[src/tcpq_pkg.sv]
// ----------------------------------------------------------------------------
// tcpq_pkg: shared types and constants of the three-class call queue
// Codes, widths, record layouts and the controller/datapath command structs.
// ----------------------------------------------------------------------------
package tcpq_pkg;

  // Queue geometry
  localparam int CLASS_DEPTH = 16;
  localparam int NUM_CLASSES = 3;
  localparam int NUM_ENTRIES = NUM_CLASSES * CLASS_DEPTH;
  localparam int PTR_W       = $clog2(CLASS_DEPTH);
  localparam int CNT_W       = $clog2(CLASS_DEPTH + 1);
  localparam int ADDR_W      = $clog2(NUM_ENTRIES);

  // Field widths
  localparam int OP_W     = 2;
  localparam int CLS_W    = 2;
  localparam int ID_W     = 32;
  localparam int PKT_W    = 16;
  localparam int STATUS_W = 3;
  localparam int DCNT_W   = 5;

  // Request codes
  localparam logic [OP_W-1:0] OP_INSERT  = 2'd0;
  localparam logic [OP_W-1:0] OP_SERVE   = 2'd1;
  localparam logic [OP_W-1:0] OP_DISMISS = 2'd2;
  localparam logic [OP_W-1:0] OP_NONE    = 2'd3;

  // Class codes, lowest priority first
  localparam logic [CLS_W-1:0] CLS_DATA  = 2'd0;
  localparam logic [CLS_W-1:0] CLS_VOICE = 2'd1;
  localparam logic [CLS_W-1:0] CLS_EMERG = 2'd2;

  // Result status codes
  localparam logic [STATUS_W-1:0] ST_INSERTED  = 3'd0;
  localparam logic [STATUS_W-1:0] ST_SERVED    = 3'd1;
  localparam logic [STATUS_W-1:0] ST_EMPTY     = 3'd2;
  localparam logic [STATUS_W-1:0] ST_FULL      = 3'd3;
  localparam logic [STATUS_W-1:0] ST_DISMISSED = 3'd4;

  // Class-specific attributes of a stored call
  typedef struct packed {
    logic             roaming;
    logic             hidden;
    logic [PKT_W-1:0] packets;
  } extra_t;

  // One stored call record
  typedef struct packed {
    logic [ID_W-1:0] caller;
    logic [ID_W-1:0] receiver;
    extra_t          extra;
  } entry_t;

  // Request payload
  typedef struct packed {
    logic [OP_W-1:0]  op;
    logic [CLS_W-1:0] call_class;
    logic [ID_W-1:0]  caller_id;
    logic [ID_W-1:0]  receiver_id;
    logic [PKT_W-1:0] packet_count;
    logic             hidden_flag;
    logic             roaming_flag;
  } in_item_t;

  // Result payload
  typedef struct packed {
    logic [STATUS_W-1:0] status;
    logic [CLS_W-1:0]    served_class;
    logic [ID_W-1:0]     served_caller;
    logic [ID_W-1:0]     served_receiver;
    logic [PKT_W-1:0]    served_packets;
    logic                served_hidden;
    logic                served_roaming;
    logic [DCNT_W-1:0]   dismissed_count;
  } out_item_t;

  // Controller to datapath
  typedef struct packed {
    logic req_load;  // capture the accepted request
    logic rd_en;     // read the head entry of the serve class
    logic commit;    // update queue state and load the result register
  } cmd_t;

  // Datapath to controller
  typedef struct packed {
    logic out_free;  // result register empty or being drained this cycle
  } sts_t;

endpackage

[src/tcpq_ctrl.sv]
// ----------------------------------------------------------------------------
// tcpq_ctrl: request sequencer
// Accepts one request, steps it through read and commit, then frees the input.
// ----------------------------------------------------------------------------
module tcpq_ctrl import tcpq_pkg::*; (
  input  logic            clk,
  input  logic            rst_n,
  input  logic            in_valid,
  input  logic [OP_W-1:0] in_op,
  output logic            in_ready,
  input  sts_t            sts,
  output cmd_t            cmd
);

  localparam logic [1:0] S_IDLE = 2'd0;
  localparam logic [1:0] S_EXEC = 2'd1;  // head read in flight
  localparam logic [1:0] S_LOAD = 2'd2;  // wait for result register, then commit

  logic [1:0] state_r, state_nxt;
  logic       xfer;

  assign in_ready = (state_r == S_IDLE);
  assign xfer     = in_valid && in_ready;

  // Next state and commands
  always_comb begin
    state_nxt    = state_r;
    cmd.req_load = 1'b0;
    cmd.rd_en    = 1'b0;
    cmd.commit   = 1'b0;
    case (state_r)
      S_IDLE: begin
        // Unused op code is swallowed without a result
        if (xfer && in_op != OP_NONE) begin
          cmd.req_load = 1'b1;
          state_nxt    = S_EXEC;
        end
      end
      S_EXEC: begin
        cmd.rd_en = 1'b1;
        state_nxt = S_LOAD;
      end
      S_LOAD: begin
        if (sts.out_free) begin
          cmd.commit = 1'b1;
          state_nxt  = S_IDLE;
        end
      end
      default: state_nxt = S_IDLE;
    endcase
  end

  // State register
  always_ff @(posedge clk) begin
    if (!rst_n) begin
      state_r <= S_IDLE;
    end else begin
      state_r <= state_nxt;
    end
  end

endmodule

[config.mk]
export PLATFORM = sky130hd
export DESIGN_NAME = tcpq_ctrl
export DESIGN_NICKNAME = d
export VERILOG_FILES = /design/src/tcpq_pkg.sv /design/src/tcpq_ctrl.sv
export SDC_FILE = /design/constraint.sdc
export NUM_CORES = 1
export LEC_CHECK = 0
export BUFFER_PORTS_ARGS = -buffer_cell sky130_fd_sc_hd__buf_2
export CORE_AREA = 2 2 39 41
export CTS_BUF_LIST = sky130_fd_sc_hd__clkbuf_8 sky130_fd_sc_hd__clkbuf_16
export CTS_CLUSTER_SIZE = 28
export DETAILED_ROUTE_END_ITERATION = 10
export DIE_AREA = 0 0 41 43
export PLACE_DENSITY = 0.3
export SETUP_SLACK_MARGIN = 0.3
export SYNTH_ARGS = -nofsm -noshare
export SYNTH_HDL_FRONTEND = slang
export SYNTH_SLANG_ARGS = --single-unit
[constraint.sdc]
create_clock -name clk -period 0.8 [get_ports clk]
set_input_delay 0 -clock clk [delete_from_list [all_inputs] [get_ports clk]]
set_output_delay 0 -clock clk [all_outputs]
set_load 0.005 [all_outputs]
### After elaboration in Yosys (flattened, before gate mapping)

Index checks and enable logic that the tools add are counted.

* eq/ne operators: 5
* multiplexer cells: 8
* reductions and logical operators: 4

Operators by type and width (number)
* $pmux W2 S3: 1
* $mux W1: 5
* $mux W2: 2
* $ne A2 B2 Y1 const B: 2
* $eq A2 B1 Y1 const B: 1
* $eq A2 B2 Y1 const B: 1
* $logic_and A1 B1 Y1: 2
* $logic_not A2 Y1: 1
* $ne A2 B1 Y1 const B: 1
* $reduce_and A2 Y1: 1

* flip-flop bits (word level): 2
* logic and storage cells: 18

### Depth between registers and ports, before layout

Gate-level depths: netlist of run 1.

* depth in word-level cells: 5
* depth in mapped cells: 2
* gate-level depth less buffers: 2

### Worst setup path before layout of run 1

Ideal clock, no wire load.

* path kind: reg2reg
* from: register state_r[0]
* to: register state_r[1]
* library setup time: 115 ps
* arrival time: 635 ps
* path slack: 50 ps
* cell stages (with the launch flop): 3
* buffers on the path: 0
* clock period less this slack: 750 ps
* cells stage by stage: dfxtp_1 -> nor2b_2 -> o21a_1

* longest elaborated chain between the ends: 5
* elaborated cells between the ends (all ways): 9

Ends and longest elaborated chain
* from (decl): RTL line tcpq_ctrl.sv:19 `logic [1:0] state_r, state_nxt;`
* from (signal assigned): RTL line tcpq_ctrl.sv:58 `state_r <= state_nxt;`
* $logic_not A2 Y1: RTL line tcpq_ctrl.sv:22, tcpq_ctrl.sv:31
* $logic_and A1 B1 Y1: RTL line tcpq_ctrl.sv:23 `assign xfer = in_valid && in_ready;`
* $logic_and A1 B1 Y1: RTL line tcpq_ctrl.sv:34 `if (xfer && in_op != OP_NONE) begin`
* $ne A2 B1 Y1 (no source line)
* $reduce_and A2 Y1 (no source line)

Several ways; a longest one is shown, not always the timed one.
A chain may end at the register's enable or synchronous reset.

==> results.json, run 1 <==
{
  "cts_setup_buffers": 0,
  "crit_path_max_fanout": 4,
  "critPathSlowestCell": "dfxtp_2",
  "post-synth-top-count-cell": "dfxtp_1",
  "worstSetupEndpointType": "output pin",
  "drtAntennaViolNets": 0,
  "syn-num-nets": 16,
  "path_buf_inv": 1,
  "drt-initial-drc-count": 0,
  "worstPathCellList": "nor2_4, and3_1, buf_2",
  "required_ns": 0.80,
  "nets": 30,
  "clkSinkCount": 2,
  "cts_buffers": 3,
  "via_count": 114,
  "largestRegisters": "state_r (2)",
  "worst_slack_ns": -0.09150,
  "hold_viol": 0,
  "async_flop_share_pct": 0,
  "grt_max_degree": 5,
  "ys.flop_type": "dfxtp_1",
  "ir_worst_vdd_mv": 0.7231,
  "vias_per_cell": 3.000,
  "die_w_um": 41,
  "regMostFlops": "state_r",
  "maxCapViolations": 0,
  "clk_latency_ns": 0.21,
  "max_stage_delay_ns": 0.33,
  "io_pins": 10,
  "portBuffers": 9,
  "tritoncts": "built",
  "synth_area_um2": 97.59,
  "fmax_ghz": 1.122,
  "period_minus_slack_ns": 0.8915,
  "drc": 0,
  "routedWlPerCell_um": 7.184,
  "fin_util_pct": 15.64,
  "drive_gt1_share_pct": 72.73,
  "antenna_found_initial": 0,
  "drtPass1Iterations": 1,
  "syn_area_per_cell_um2": 9.759,
  "cts_htree_levels": 1,
  "grt_pass1_wl_um": 427,
  "worstHoldPathType": "input port to flip-flop",
  "synth_top_area_share_pct": 41.03,
  "ys_seq_elements": 2,
  "synth-edff-count": 0,
  "start_kind": "flip-flop",
  "synth.top_cells.by_area": "dfxtp_1, and3b_1, and4_1",
  "violations": "setup timing",
  "path_clk_slew_ns": 0.03,
  "critPathKind": "flip-flop to output pin",
  "yosysWarnings": 0,
  "largest_reg_flops": 2,
  "hpwl_um": 219.3,
  "grt_use_total_pct": 4.709,
  "p_total_mw": 0.5565,
  "grt_pass1_vias": 109,
  "gp_congestion": 0.5188,
  "period_share_pct": 111.4,
  "synthDistinctLibCells": 9,
  "drt-total-wl_um": 273,
  "setup_tns_ns": -0.1819,
  "finClkSkew_ns": 0.0005650,
  "rsz0062_at_grt": "yes",
  "synth_area_leader_cell": "dfxtp_1",
  "core_um2": 1384,
  "die_h_um": 43,
  "cellLeakagePower_nw": 0.1063,
  "max-slew-margin-rel_pct": 87.03,
  "worstMarginPinSlew_ns": 0.1942,
  "ctsRootBufferMaster": "clkbuf_8",
  "antenna_cells": 0,
  "area_growth_pct": 121.8,
  "drv_slew": 0,
  "die_area_um2": 1763,
  "grt_overflow_total": 0,
  "clock_path_buffers": 2,
  "cp.arrival_ns": 0.89,
  "status": "complete, but fails checks",
  "setup_violations": 3,
  "syn_inst": 10,
  "seq_area_frac_synth_pct": 41.03,
  "path_delay_family": "flip-flops",
  "rows": 14,
  "start_util_pct": 7.052,
  "powerDensity_nw_per_um2": 2571
}
per-layer routing:
| metal | GRT usage [%] | routed length (µm) | vias up |
|---|---|---|---|
| li1 | - | - | 60 |
| met1 | 4.792 | 130 | 42 |
| met2 | 3.438 | 88 | 12 |
| met3 | 4.712 | 54 | 0 |
| met4 | 8.000 | 0 | 0 |
| met5 | 0 | 0 | - |
worst reg2reg max path, cell delays in order (launching register included):
cell,delay (ns)
dfxtp_2,0.38
nor3b_1,0.22
o21a_1,0.13
final timing paths:
check                  start         end  slack [ns]  cells past startpoint
setup / recovery  state_r[0]      cmd[2]       -0.09                      3
hold reg to reg   state_r[0]  state_r[0]        0.58                      2
hold / removal         rst_n  state_r[1]       0.005                      2
setup reg to reg  state_r[1]  state_r[1]        0.01                      2
power breakdown:
| group | internal (mW) | total, mW | leakage (nW) | switching, mW |
|---|---|---|---|---|
| Sequential | 0.108 | 0.117 | 0.0172 | 0.00895 |
| Combinational | 0.0331 | 0.0518 | 0.0676 | 0.0187 |
| Clock | 0.317 | 0.388 | 0.0216 | 0.0708 |
| Total | 0.458 | 0.557 | 0.106 | 0.0985 |
layout by cell type, fill, tap and decap left out:
cell      netlist  layout
clkbuf_8        0       3
nor2_4          0       1
nand2_1         1       1
nor3b_1         1       1
o21a_1          1       1
and4_1          1       1
nor2b_4         0       1
and3_1          1       1
and3b_1         1       1
buf_2           0       9
dfxtp_2         0       2
area by class of cell:
| class | count | area, µm² |
|---|---|---|
| fill | 152 | 1167 |
| sequential | 2 | 42.54 |
| multi-input combinational | 8 | 67.56 |
| clock buffer | 3 | 41.29 |
| tap | 16 | 20.02 |
| timing repair buffer | 9 | 45.04 |
kinds of logic (layout without fill, tap and decap cells):
family	after synthesis	after routing	synth area share (%)
compound gates	1	1	7.695
buf+inv	0	12	0
flops	2	2	41.03
simple gates	7	7	51.29
metrics by stage:
step	cell area [µm²]	cells	hold slack (ns)	setup slack [ns]
6_report	216.5	38	0.004922	-0.09150
5_1_grt	216.5	38	0.004131	-0.1671
4_1_cts	211.5	38	-0.0001273	-0.1230
3_5_place_dp	170.2	35	0.2170	0.04184
3_3_place_gp	170.2	35	0.2201	0.07209
2_1_floorplan	105.1	10	0.1177	0.08305
what timing repair did:
| action | 4_1_cts | 5_1_grt |
|---|---|---|
| hold endpoints to repair | 1 | 0 |
| gates resized for setup | 0 | 1 |
| setup endpoints to repair | 6 | 6 |
No activity file was read; power rests on OpenSTA's default activity.
==> run 2, diff against run 1 <==
Settings changed: REMOVE_ABC_BUFFERS set to 1.
==> run 2 against run 1 <==
  * Critical endpoint unchanged
  * Combinational power is 21% higher
  * Largest power group unchanged
  * Die area stayed put
  * Global-route usage is 0.90 points higher
  * The run still ends with setup timing left
==> results.json, run 2 (same netlist as run 1, synthesis figures left out) <==
{
  "path_clk_slew_ns": 0.03,
  "drt-initial-drc-count": 4,
  "die_h_um": 43,
  "clock_path_buffers": 2,
  "grt_pass1_vias": 142,
  "worstHoldPathType": "input port to flip-flop",
  "powerDensity_nw_per_um2": 2594,
  "regMostFlops": "state_r",
  "cp.arrival_ns": 0.92,
  "gp_congestion": 0.5430,
  "drt-total-wl_um": 347,
  "fin_area_um2": 220.2,
  "largestRegisters": "state_r (2)",
  "use_met3_pct": 5.759,
  "vias_per_cell": 3.077,
  "nets": 31,
  "placed_cell_area_um2": 162.7,
  "routedWlPerCell_um": 8.897,
  "via_count": 120,
  "grt_use_total_pct": 5.606,
  "grt_overflow_total": 0,
  "path_delay_family": "flip-flops",
  "grt_use_met2_pct": 4.688,
  "start_util_pct": 7.052,
  "critPathKind": "flip-flop to output pin",
  "worstPathCellList": "nor2_2, and3_1, buf_2",
  "ir_worst_vdd_mv": 0.7379,
  "seq_area_um2": 42.54,
  "drive_gt1_share_pct": 73.91,
  "max-slew-margin-rel_pct": 88.95,
  "multi_input_area_um2": 57.56,
  "setup_violations": 4,
  "hold_ws_ns": 0.007358,
  "rsz0062_at_grt": "yes",
  "core_um2": 1384,
  "rows": 14,
  "worst_slack_ns": -0.1166,
  "worstSetupEndpointType": "output pin",
  "violations": "setup timing",
  "p_total_mw": 0.5712,
  "start_kind": "flip-flop",
  "grt_use_met1_pct": 6.688,
  "drc": 0,
  "worstMarginPinSlew_ns": 0.1653,
  "required_ns": 0.80,
  "clk_latency_ns": 0.21,
  "die_w_um": 41,
  "area_growth_pct": 125.6,
  "drtPass1Iterations": 4,
  "layout_common_cells": "buf_2, clkbuf_8, dfxtp_2",
  "max_stage_delay_ns": 0.32,
  "holdBufCountCts": 0,
  "largest_reg_flops": 2,
  "drv_slew": 0,
  "io_pins": 10,
  "fin_util_pct": 15.91,
  "antenna_found_initial": 0,
  "antenna_cells": 0,
  "clkSinkCount": 2,
  "hold_viol": 0,
  "pre_cts_ws_ns": 0.03926,
  "portBuffers": 9,
  "nFillCells": 162,
  "top_usage_layer": "met1",
  "tritoncts": "built",
  "maxCapViolations": 0,
  "reg2reg_slack_ns": 0.02,
  "final_common_cell": "buf_2",
  "crit_path_max_fanout": 4,
  "fmax_ghz": 1.091,
  "grt_pass1_wl_um": 572,
  "cellLeakagePower_nw": 0.1104,
  "die_area_um2": 1763,
  "grt_max_degree": 5,
  "period_minus_slack_ns": 0.9166,
  "finClkSkew_ns": 0.005061,
  "critPathSlowestCell": "dfxtp_2",
  "cts_htree_levels": 1,
  "path_buf_inv": 1,
  "cts_buffers": 3,
  "drtAntennaViolNets": 0,
  "status": "complete, but fails checks",
  "ctsRootBufferMaster": "clkbuf_8",
  "period_share_pct": 114.6
}
==> run 2: path summary, 6_finish.rpt <==
| path | cells after the start | start | end |
|---|---|---|---|
| hold / removal | 2 | rst_n | state_r[1] |
| hold reg to reg | 2 | state_r[0] | state_r[1] |
| setup / recovery | 3 | state_r[0] | cmd[2] |
| setup reg to reg | 3 | state_r[0] | state_r[0] |
==> run 2: timing repair <==
item | in CTS | in global routing
gates resized for setup | 3 | 0
pin swaps | 3 | 1
cloned | 0 | 0
buffers inserted | 1 | 0
endpoints found under the setup margin | 6 | 6
==> run 2: area by class of cell <==
class	count	area share, %
timing repair buffer	10	26.70
clock buffer	3	18.75
tap	16	9.091
sequential	2	19.32
multi-input combinational	8	26.14
==> run 2: through the flow <==
stage / std cells / setup TNS (ns)
floorplan: 10 / 0
global placement: 35 / 0
detailed placement: 35 / 0
CTS: 39 / -0.2609
global route: 39 / -0.4448
finish: 39 / -0.2209
==> run 2: where the power goes <==
part / leakage [nW] / internal [mW] / switching (mW)
clock: 0.0216 / 0.318 / 0.0770
combinational: 0.0717 / 0.0402 / 0.0227
sequential: 0.0172 / 0.108 / 0.00589
==> run 2: routing by layer <==
layer / vias to the layer above / part of all wire (%)
li1: 62 / -
met1: 46 / 53
met2: 12 / 29
met3: 0 / 18
met4: 0 / 0
met5: - / 0
==> run 2: worst register-to-register path: cells and delay by family, from the launching register on <==
family        cells  cell delay, ns
buf+inv           1            0.12
simple gates      2            0.27
flops             1            0.32
==> run 3, diff against run 2 <==
==> constraint.sdc (replaced) <==
create_clock -name clk -period 0.8 [get_ports clk]
set_input_delay 0.04 -clock clk [delete_from_list [all_inputs] [get_ports clk]]
set_output_delay 0.04 -clock clk [all_outputs]
set_load 0.005 [all_outputs]
==> run 3 against run 2 <==
  * The flow still finishes with violations (setup timing)
  * Largest cell class is now multi-input gates
  * Critical path type unchanged
  * Highest routed layer is now met4
  * Clock skew is 0.0045 ns lower
  * Sequential power about the same
  * Sequential cell count did not move
  * Non-clock buffer count is 1 higher
  * Critical endpoint unchanged
  * Sequential share of layout area fell by 0.96 points
==> results.json, run 3 (same netlist as run 1, synthesis figures left out) <==
{
  "status": "complete, but fails checks",
  "violations": "setup timing",
  "gp_congestion": 0.5362,
  "portBuffers": 9,
  "tritoncts": "built",
  "period_minus_slack_ns": 0.9679,
  "clk_latency_ns": 0.21,
  "largest_reg_flops": 2,
  "vias_per_cell": 3.275,
  "layout_common_cells": "buf_2, clkbuf_8, buf_6, buf_4, dfxtp_4",
  "clkSinkCount": 2,
  "regMostFlops": "state_r",
  "drive_gt1_share_pct": 83.33,
  "ir_worst_vdd_mv": 0.5286,
  "fin_util_pct": 18.72,
  "clock_path_buffers": 2,
  "worstHoldPathType": "input port to flip-flop",
  "die_h_um": 43,
  "multi_input_area_um2": 77.57,
  "worstSetupEndpointType": "output pin",
  "max_stage_delay_ns": 0.35,
  "start_kind": "flip-flop",
  "drtAntennaViolNets": 0,
  "placed_cell_area_um2": 162.7,
  "seq_area_um2": 47.55,
  "drt-total-wl_um": 378,
  "antenna_found_initial": 0,
  "grt_overflow_total": 0,
  "die_w_um": 41,
  "worstPathCellList": "nor2_4, and3_4, buf_6",
  "start_util_pct": 7.052,
  "finClkSkew_ns": 0.0005771,
  "path_delay_family": "flip-flops",
  "drv_slew": 0,
  "worstMarginPinSlew_ns": 0.1195,
  "cellLeakagePower_nw": 0.1228,
  "cts_buffers": 3,
  "rsz0062_at_grt": "yes",
  "hold_viol": 0,
  "max-slew-margin-rel_pct": 92.00,
  "rows": 14,
  "hold_ws_ns": 0.06358,
  "pre_cts_ws_ns": 0.03079,
  "path_clk_slew_ns": 0.03,
  "drtPass1Iterations": 1,
  "routedWlPerCell_um": 9.450,
  "grt_pass1_vias": 146,
  "nFillCells": 156,
  "fin_area_um2": 259.0,
  "setup_violations": 4,
  "ctsRootBufferMaster": "clkbuf_8",
  "nets": 32,
  "io_pins": 10,
  "required_ns": 0.76,
  "grt_use_total_pct": 6.012,
  "final_common_cell": "buf_2",
  "p_total_mw": 0.5887,
  "worst_slack_ns": -0.1679,
  "timing.rr.start": "state_r[1]",
  "critPathSlowestCell": "dfxtp_4",
  "cp.arrival_ns": 0.93,
  "grt_max_degree": 5,
  "drt-initial-drc-count": 0,
  "grt_pass1_wl_um": 579,
  "path_buf_inv": 1,
  "timing.critical_path.from": "state_r[1]",
  "holdBufCountCts": 0,
  "core_um2": 1384,
  "cts_htree_levels": 1,
  "largestRegisters": "state_r (2)",
  "area_growth_pct": 165.4,
  "die_area_um2": 1763,
  "via_count": 131,
  "fmax_ghz": 1.033,
  "maxCapViolations": 0,
  "antenna_cells": 0,
  "min_from": "rst_n",
  "critPathKind": "flip-flop to output pin",
  "crit_path_max_fanout": 4,
  "period_share_pct": 121.0,
  "drc": 0,
  "powerDensity_nw_per_um2": 2273
}
run 3: per-stage QoR:
step / instances / TNS, ns
6_report: 40 / -0.5055
5_1_grt: 40 / -0.6853
4_1_cts: 39 / -0.3767
3_5_place_dp: 35 / 0
3_3_place_gp: 35 / 0
2_1_floorplan: 10 / 0
run 3: report_power, final:
| group | total [mW] | internal [mW] | switching (mW) | leakage, nW |
|---|---|---|---|---|
| Sequential | 0.112 | 0.104 | 0.00806 | 0.0178 |
| Clock | 0.395 | 0.318 | 0.0768 | 0.0216 |
| Combinational | 0.0822 | 0.0556 | 0.0265 | 0.0834 |
| Total | 0.589 | 0.477 | 0.111 | 0.123 |
run 3: cell type report:
class	instances	share of cell area (%)
multi-input cells	8	29.95
repair buffers	11	28.02
clock buffers	3	15.94
well taps	16	7.729
flip-flops and latches	2	18.36
run 3: final timing paths:
kind	slack (ns)	cells after the start	to
hold / removal	0.06	2	state_r[1]
setup reg to reg	0.01	2	state_r[1]
setup / recovery	-0.17	3	cmd[2]
hold reg to reg	0.63	2	state_r[1]
run 3: what timing repair did:
item                                    4_1_cts  5_1_grt
setup buffers                                 1        1
resized for setup                             3        7
pin swaps                                     3        3
endpoints found under the setup margin        6        6
run 3: layer usage:
metal / global-route usage, % / vias to the layer above / wire length [µm]
li1: - / 65 / -
met3: 3.665 / 2 / 51
met5: 0 / - / 0
met1: 7.668 / 51 / 172
met4: 10.00 / 0 / 23
met2: 4.375 / 13 / 130
